`src/hw/rtl/assert_macros.svh`:
```
// ----------------------------------------------------------------------------
// Assertion macros
// Shared concurrent assertion forms used by the RTL of the TEA decrypt block.
// ----------------------------------------------------------------------------
`ifndef ASSERT_MACROS_SVH
`define ASSERT_MACROS_SVH

// Same-cycle implication, disabled while reset is high.
`define ASSERT_IMPLIES(label, clk, rst, ante, cons) \
   label: assert property (@(posedge clk) disable iff (rst) (ante) |-> (cons)) \
      else $error("same-cycle implication violated");

// Next-cycle implication, disabled while reset is high.
`define ASSERT_NEXT(label, clk, rst, ante, cons) \
   label: assert property (@(posedge clk) disable iff (rst) (ante) |=> (cons)) \
      else $error("next-cycle implication violated");

`endif

```
`src/hw/rtl/tbd_pkg.sv`:
```
// ----------------------------------------------------------------------------
// tbd_pkg
// Types, constants and helper functions of the TEA block decrypt pipeline.
// ----------------------------------------------------------------------------
package tbd_pkg;

   localparam int ROUND_COUNT     = 32;
   localparam int STAGE_COUNT     = 2 * ROUND_COUNT;
   localparam int WORD_WIDTH      = 32;
   localparam int CSR_INDEX_WIDTH = 2;

   localparam logic [WORD_WIDTH-1:0] TEA_DELTA = 32'h9E37_79B9;

   localparam logic [WORD_WIDTH-1:0] KEY_WORD_0_RESET = 32'h0302_0100;
   localparam logic [WORD_WIDTH-1:0] KEY_WORD_1_RESET = 32'h0706_0504;
   localparam logic [WORD_WIDTH-1:0] KEY_WORD_2_RESET = 32'h0B0A_0908;
   localparam logic [WORD_WIDTH-1:0] KEY_WORD_3_RESET = 32'h0F0E_0D0C;

   typedef enum logic [CSR_INDEX_WIDTH-1:0] {
      CSR_KEY_WORD_0,
      CSR_KEY_WORD_1,
      CSR_KEY_WORD_2,
      CSR_KEY_WORD_3
   } csr_index_type;

   typedef struct packed {
      logic [WORD_WIDTH-1:0] cipher_left;
      logic [WORD_WIDTH-1:0] cipher_right;
   } req_data_type;

   typedef struct packed {
      logic [WORD_WIDTH-1:0] plain_left;
      logic [WORD_WIDTH-1:0] plain_right;
   } rsp_data_type;

   typedef struct packed {
      logic [WORD_WIDTH-1:0] left;
      logic [WORD_WIDTH-1:0] right;
   } word_pair_type;

   // Round sum seen by round number "round": delta times the rounds still to go.
   function automatic logic [WORD_WIDTH-1:0] round_sum(input int round);
      logic [WORD_WIDTH-1:0] remaining;
      remaining = WORD_WIDTH'(ROUND_COUNT - round);
      return WORD_WIDTH'(TEA_DELTA * remaining);
   endfunction

   function automatic logic [WORD_WIDTH-1:0] mix_word(
      input logic [WORD_WIDTH-1:0] w,
      input logic [WORD_WIDTH-1:0] sum,
      input logic [WORD_WIDTH-1:0] key_shl,
      input logic [WORD_WIDTH-1:0] key_shr
   );
      logic [WORD_WIDTH-1:0] a;
      logic [WORD_WIDTH-1:0] b;
      logic [WORD_WIDTH-1:0] c;
      a = (w << 4) + key_shl;
      b = w + sum;
      c = (w >> 5) + key_shr;
      return a ^ b ^ c;
   endfunction

endpackage

```
`src/hw/rtl/tbd_half_round.sv`:
```
// ----------------------------------------------------------------------------
// tbd_half_round
// One registered half round of TEA decryption: one word is reduced by the
// mix of the other word, the round sum and two key words.
// ----------------------------------------------------------------------------
module tbd_half_round (
   input  logic                            clock,
   input  logic                            reset,
   input  logic                            load,
   input  logic                            valid_in,
   input  tbd_pkg::word_pair_type          data_in,
   input  logic [tbd_pkg::WORD_WIDTH-1:0]  round_sum,
   input  logic [tbd_pkg::WORD_WIDTH-1:0]  key_shl,
   input  logic [tbd_pkg::WORD_WIDTH-1:0]  key_shr,
   input  logic                            upd_right,
   output logic                            valid_out,
   output tbd_pkg::word_pair_type          data_out
);

   logic                           valid_ff;
   logic                           valid_in_d;
   tbd_pkg::word_pair_type         data_ff;
   tbd_pkg::word_pair_type         data_in_d;
   logic [tbd_pkg::WORD_WIDTH-1:0] source_word;
   logic [tbd_pkg::WORD_WIDTH-1:0] target_word;
   logic [tbd_pkg::WORD_WIDTH-1:0] new_word;

   always_comb begin
      source_word = upd_right ? data_in.left : data_in.right;
      target_word = upd_right ? data_in.right : data_in.left;
      new_word    = target_word - tbd_pkg::mix_word(source_word, round_sum, key_shl, key_shr);
      data_in_d   = data_in;
      if (upd_right) begin
         data_in_d.right = new_word;
      end else begin
         data_in_d.left = new_word;
      end
      valid_in_d = valid_in;
   end

   always_ff @(posedge clock) begin
      if (reset) begin
         valid_ff <= 1'b0;
      end else if (load) begin
         valid_ff <= valid_in_d;
      end
   end

   always_ff @(posedge clock) begin
      if (load) begin
         data_ff <= data_in_d;
      end
   end

   assign valid_out = valid_ff;
   assign data_out  = data_ff;

endmodule

```
`config.mk`:
```
export PLATFORM = sky130hd
export DESIGN_NAME = tbd_half_round
export DESIGN_NICKNAME = d
export VERILOG_FILES = /design/src/hw/rtl/assert_macros.svh /design/src/hw/rtl/tbd_pkg.sv /design/src/hw/rtl/tbd_half_round.sv
export SDC_FILE = /design/constraint.sdc
export NUM_CORES = 1
export LEC_CHECK = 0
export ABC_AREA = 1
export CORE_MARGIN = 2
export CORE_UTILIZATION = 45
export DETAILED_ROUTE_END_ITERATION = 6
export DONT_BUFFER_PORTS = 1
export HOLD_SLACK_MARGIN = 0.08
export SYNTH_ARGS = -nofsm -noshare
export SYNTH_HDL_FRONTEND = slang
export SYNTH_SLANG_ARGS = --single-unit
```
`constraint.sdc`:
```
create_clock -name clock -period 5.7 [get_ports clock]
set_input_delay 0.57 -clock clock [delete_from_list [all_inputs] [get_ports clock]]
set_output_delay 0.57 -clock clock [all_outputs]
set_load 0.03 [all_outputs]
```
# Word level (Yosys, flattened, before mapping)
# Index checks and enable logic that the tools add are counted.
# W data, S select, Z words.
# totals
regBits	65
in_bits	165
out_inout_bits	65
# classes
addsub	4
n_mux	4
bitwise	2
# ops
operator	count
$mux W32	4
$add A32 B32 Y32	2
$xor A32 B32 Y32	2
$add A27 B32 Y32	1
$sub A32 B32 Y32	1

# Longest topological paths before layout
# Gate-level depths: netlist (run 1).
# logic_depth
depth_word	6
mapped_depth	32

# Worst setup path after synthesis (run 1)
# Ideal clock, no wire load.
# synth_timing
path_type	input-to-reg
start	input upd_right
end	register data_ff, in the netlist data_out[30], data pin
arrival_ns	4.391
t_required_ns	5.446
setup_slack_ns	1.056
path_stages	28
cell_sequence	buf_4 > inv_2 > clkbuf_1 > clkbuf_1 > nand2_1 > nand2_1 > ha_1 > a21oi_1 > nand2_1 > a21oi_2 > o21ai_2 > a21oi_2 > o21ai_1 > a21oi_1 > inv_1 > nand2_1 > nand2_1 > nand3_1 > nand2_1 > ha_1 > a21oi_1 > inv_1 > a21oi_1 > o21ai_0 > a221oi_1 > nand3_1 > nand3_1 > nand2_1
# synth_lines
item	line_no	source
from (decl)	tbd_half_round.sv:15	input logic upd_right,
to (signal assigned)	tbd_half_round.sv:51	data_ff <= data_in_d;
to (decl)	tbd_half_round.sv:22	tbd_pkg::word_pair_type data_ff;

==> impl_metrics.ini, run 1 <==
[outcome]
status = complete, no violations

[pwr]
powerDensity_mw_per_mm2 = 410
p_leak_nw = 5.42
pwr-share-seq = 0.259
power_switching_share = 0.529
max-vdd-ir-drop_v = 0.000216
p_comb_frac = 0.627
clkPwrFrac = 0.114
p_int_mw = 2.17
switchingPower_mw = 2.44

[synthesis]
synth_mux_area_frac = 0.00188
synth_xor_area_frac = 0.120
synth_top_family_by_area = simple AND/OR/NAND/NOR gates
avgSynthCellArea_um2 = 6.71
ys.warnings.count = 0
synth_cell_types = 56
synth_simple_gate_area_frac = 0.307
yosysSeqAreaShare = 0.182
synthAdderAreaFrac = 0.144
syn-cell-area_mm2 = 0.0106
synth_compound_area_frac = 0.184
synth_nets = 1872
synth_cells = 1587
synth_seq_cells = 65

[cts]
ctsHoldBuffers = 0
path_clk_slew_ns = 0.05
htreeDepth = 3
cts_buffers = 9
clk_latency_ns = 0.32
post_cts_buffers = 0
cts_resized = 0
cts_tree = yes
cts.sinks = 65
clock_path_buffers = 2
cts_root_buf = clkbuf_16

[routing]
wl_met3_um = 2330
drc = 0
met1Wirelength_um = 15700
top_layer = met4
wire_per_inst_um = 17.5
met2WireLength_um = 14600
drt_iter0_markers = 645
via_per_inst = 5.45
wl_um = 33400
ant_nets = 0
vias = 10389
firstDrtPassIters = 5

[sta]
fin_skew_ns = 0
period_share = 0.898
timing.final.crit_period_ns = 5.12
drv_slew = 0
worstMarginPinSlew_ns = 0.541
max_clock_freq_ghz = 0.195
fin_ws_ns = 0.580
slew_headroom = 0.639
hold_viol_final = 0
setup_tns_ns = 0
rsz0062_at_grt = no
setup_viol = 0

[floorplanning]
start_util = 0.456
io_pins = 230
core_area_mm2 = 0.0233
die-area_mm2 = 0.0249
num_rows = 56
die_x_um = 158
die_y_um = 158

[setup_path]
critical_path_class = in -> reg
arrival_ns = 5.21
endpoint_kind = register
worstPathRequired_ns = 5.79
crit_slowest_cell = inv_2
path_max_fanout = 100
max_stage_delay_ns = 0.44
worstSetupStartpointType = input port
crit_top_cell = nand2_1
rrSetupSlack_ns = 4.93

[grt]
grt_pass1_wl_um = 50500
grt_pass1_vias = 9620
track_usage = 0.264
grt_start_max_net_pins = 101
grt.overflow.total = 0
antenna_found_initial = 0

[hold_path]
min_path_type = in -> reg

[cells_and_area]
nets = 1865
synthToLayoutAreaGrowth_pct = 5.89
layout-drive-gt1-share = 0.0688
nFillCells = 2427

[placed_design]
io_buffers = 0
dpl.hpwl_um = 29100
gp_congestion = 1.03
post-place-ws_ns = 0.395

[run]
drv_cap = 0
## cell usage after synthesis, drive strengths merged
| master | n | area [µm²] |
|---|---|---|
| a21oi | 132 | 762 |
| fa | 4 | 80.1 |
| o31ai | 3 | 36.3 |
| xnor2 | 61 | 542 |
| mux2i | 2 | 20.0 |
| edfxtp | 64 | 1920 |
| o21a | 9 | 67.6 |
| clkbuf | 18 | 67.6 |
| a21o | 20 | 150 |
| a221oi | 2 | 17.5 |
| o21ai | 111 | 593 |
| buf | 4 | 30.0 |
| clkinv | 1 | 3.75 |
| and3 | 1 | 7.51 |
| o2111ai | 1 | 8.76 |
| or2 | 12 | 75.1 |
| a21boi | 3 | 37.5 |
| xor2 | 83 | 734 |
| o221ai | 2 | 17.5 |
| o21bai | 13 | 113 |
| nor3b | 1 | 12.5 |
| nand2 | 529 | 2050 |
| nand3b | 15 | 116 |
| nor3 | 11 | 60.1 |
| a211oi | 3 | 22.5 |
| nand4 | 10 | 62.6 |
| nor2 | 113 | 447 |
| and2 | 3 | 21.3 |
| a31oi | 16 | 100 |
| inv | 146 | 548 |
| nand3 | 67 | 380 |
| dfxtp | 1 | 20.0 |
| o211ai | 4 | 30.0 |
| ha | 116 | 1450 |
| nor4 | 6 | 37.5 |
## layer usage
layer | track usage | vias to the layer above
met2 | 0.422 | 336
li1 | - | 5314
met1 | 0.368 | 4695
met3 | 0.0422 | 44
met5 | 0 | -
met4 | 0.0688 | 0
## cells in the final DEF (no fill, tap or decap), types with 11 or more instances in the layout
cell,n
nor2_1,108
nand3_1,58
nand3b_1,14
nand2_1,508
inv_2,15
o21bai_1,11
edfxtp_1,64
a31oi_1,16
o21ai_0,87
o21ai_1,14
xor2_1,82
a21o_1,20
a21oi_2,12
inv_1,131
nand2_2,19
xnor2_1,60
a21oi_1,115
ha_1,116
## path summary, 6_finish.rpt
| path | cells after the start | start | endpoint |
|---|---|---|---|
| worst min register to register | 2 | valid_out | valid_out |
| worst max register to register | 2 | valid_out | valid_out |
| worst min-delay path | 1 | reset | valid_out |
| worst max-delay path | 26 | upd_right | data_out[62] |
## final cells by class
type,instances,area [µm²],area share
Antenna cell,1,2.50,0.000222
Clock buffer,12,236,0.0210
Clock inverter,4,43.8,0.00389
Inverter,147,552,0.0490
Multi-Input combinational cell,1353,8050,0.714
Sequential cell,65,1940,0.172
Tap cell,319,399,0.0354
Timing Repair Buffer,4,42.5,0.00377
## worst max-delay path: cells and delay by family
kind	cells	cell delay [ns]
compound gates	9	2.03
buf+inv	6	1.00
simple gates	9	0.86
fa+ha+maj	2	0.67
## power by group through the flow
stage               clock network [mW]  logic, mW  registers (mW)
floorplan                            0       2.20            1.19
global placement                     0       2.85            1.21
detailed placement                   0       2.86            1.21
CTS                              0.533       2.87            1.20
global route                     0.552       3.24            1.22
finish                           0.525       2.90            1.20
## registers in the layout (all words and copies together) (netlist names)
signal,cells
valid_out,1
data_out,64
## cell families (layout without fill, tap and decap cells)
logic type	count (synthesis)	count (layout)
fa+ha+maj	120	120
mux	2	2
simple gates	768	768
xor+xnor	144	144
buf+inv	169	167
flops	65	65
other cells	0	1
compound gates	319	319
## metrics by stage
step	util	instances	area (µm²)	hold slack (ns)	power (mW)
final	0.483	1905	11300	0.309	4.62
after global routing	0.483	1904	11300	0.303	5.02
after CTS	0.483	1904	11300	0.302	4.60
after detailed placement	0.471	1888	11000	0.646	4.07
after global placement	0.471	1888	11000	0.645	4.06
after floorplan	-	1587	10600	0.630	3.39
Power figures use the tool's default switching activity.
==> run 2, diff against run 1 <==
Settings changed: CTS_BUF_LIST set to sky130_fd_sc_hd__clkbuf_4 sky130_fd_sc_hd__clkbuf_8 sky130_fd_sc_hd__clkbuf_16, REMOVE_ABC_BUFFERS set to 1.
==> run 2 against run 1 <==
Count of clock-buffer cells in the layout shrank 2. Highest routed layer unchanged. Utilization is essentially flat. Worst hold slack lost 0.0048 ns. Global-route usage grew 0.18 points. Via count shrank 0.33%. Critical path type unchanged.
==> impl_metrics.ini, run 2 (same netlist as run 1, synthesis figures left out) <==
[routing]
wl_um = 33300
ant_nets = 0
wire_per_inst_um = 17.5
drt_iter0_markers = 622
vias = 10355
drc = 0
via_per_inst = 5.44
firstDrtPassIters = 5

[cts]
clk_latency_ns = 0.33
path_clk_slew_ns = 0.06
ctsHoldBuffers = 0
post_cts_buffers = 0
cts_resized = 0
cts_buffers = 9
cts.sinks = 65
htreeDepth = 3
clock_path_buffers = 2
cts_tree = yes
cts_root_buf = clkbuf_16

[cells_and_area]
antennaDiodeCount = 0
final_common_cell = nand2_1
regArea_mm2 = 0.00194
largest_register_ffs = 64
layout-drive-gt1-share = 0.0713
synthToLayoutAreaGrowth_pct = 5.88
nets = 1865
design_area_mm2 = 0.0113
nFillCells = 2381
stdcell_count = 1904
multi_input_area_mm2 = 0.00805
most-common-layout-cells = nand2_1 (508), inv_1 (131), ha_1 (116)

[sta]
worstMarginPinSlew_ns = 0.515
setup_viol = 0
max_clock_freq_ghz = 0.196
drv_slew = 0
setup_tns_ns = 0
rsz0062_at_grt = no
timing.final.crit_period_ns = 5.11
fin_ws_ns = 0.585
hold_viol_final = 0
fin_skew_ns = 0
slew_headroom = 0.653
period_share = 0.897

[placed_design]
gp_congestion = 0.933
dpl.cell_count = 1888
dpl.hpwl_um = 29100
placed_area_mm2 = 0.0110
io_buffers = 0
post-place-ws_ns = 0.391

[pwr]
max-vdd-ir-drop_v = 0.000209
powerDensity_mw_per_mm2 = 411
p_leak_nw = 5.42
power_mw = 4.63

[setup_path]
cp_top_family = compound AO/OA/AOI/OAI gates
path_max_fanout = 100
worstPathRequired_ns = 5.79
crit_slowest_cell = a221oi_1
crit_buf_inv = 3
worstPathCellList = inv_2 > buf_12 > nand2_1 > nand2_1 > ha_1 > a21oi_1 > nand2_1 > a21oi_2 > o21ai_2 > a21oi_1 > xor2_1 > or2_1 > nand2_1 > nand3_1 > nand2_1 > ha_1 > a21oi_1 > inv_1 > a21oi_1 > o21ai_0 > a221oi_1 > nand3_1 > nand3_1 > nand2_1
rrSetupSlack_ns = 4.93
rr_worst_depth = 2
endpoint_kind = register
reg2reg_to = valid_out
critical_path_class = in -> reg
worstSetupStartpointType = input port
max_stage_delay_ns = 0.44
arrival_ns = 5.21
r2r-start = valid_out
crit_top_cell = nand2_1

[grt]
antenna_found_initial = 0
grt_start_max_net_pins = 101
grt_pass1_wl_um = 50900
grt.overflow.total = 0
track_usage = 0.265
grt_pass1_vias = 9648

[floorplanning]
die_y_um = 158
start_util = 0.456
core_area_mm2 = 0.0233
die-area_mm2 = 0.0249
io_pins = 230
die_x_um = 158
num_rows = 56

[hold_path]
whs_endpoint = valid_out
min_path_type = in -> reg
worstHoldStart = reset
min_path_cells = 1

[outcome]
status = complete, no violations

[run]
drv_cap = 0
## run 2: cell count changes in the layout (fill, tap and decap cells not counted)
| cell | delta |
|---|---|
| inv_6 | +1 |
| clkbuf_1 | -3 |
| bufinv_16 | -1 |
| clkinv_4 | +1 |
| diode_2 | -1 |
| clkinvlp_4 | +2 |
| clkinv_1 | -1 |
| clkbuf_8 | +1 |
## run 2: how the worst max path moves through the flow
stage,startpoint,end,depth (start not counted)
after floorplan,upd_right,data_out[62],23
after global placement,upd_right,data_out[62],24
after detailed placement,upd_right,data_out[62],24
after CTS,upd_right,data_out[62],24
after global routing,upd_right,data_out[63],30
final,upd_right,data_out[62],24
## run 2: final cells by class
| cell class | count | area share |
|---|---|---|
| clock inverter | 6 | 0.00378 |
| multi-input combinational | 1353 | 0.715 |
| inverter | 147 | 0.0490 |
| clock buffer | 10 | 0.0212 |
| timing repair buffer | 4 | 0.00378 |
| tap | 319 | 0.0354 |
| sequential | 65 | 0.172 |
## run 2: per-layer routing
| layer | track usage | up-vias | share of wire |
|---|---|---|---|
| met3 | 0.0485 | 23 | 0.075 |
| li1 | - | 5326 | - |
| met5 | 0 | - | 0 |
| met1 | 0.374 | 4659 | 0.47 |
| met2 | 0.424 | 347 | 0.45 |
| met4 | 0.0528 | 0 | 0.013 |
## run 2: where the power goes
group | switching [mW] | internal (mW) | total, mW
logic | 1.87 | 1.04 | 2.91
registers | 0.399 | 0.799 | 1.20
clock network | 0.212 | 0.306 | 0.518
total | 2.48 | 2.14 | 4.63
## run 2: metrics by stage
stage	hold slack [ns]	util
after global placement	0.644	0.471
final	0.304	0.483
after CTS	0.297	0.483
after global routing	0.291	0.483
after detailed placement	0.646	0.471
after floorplan	0.630	-
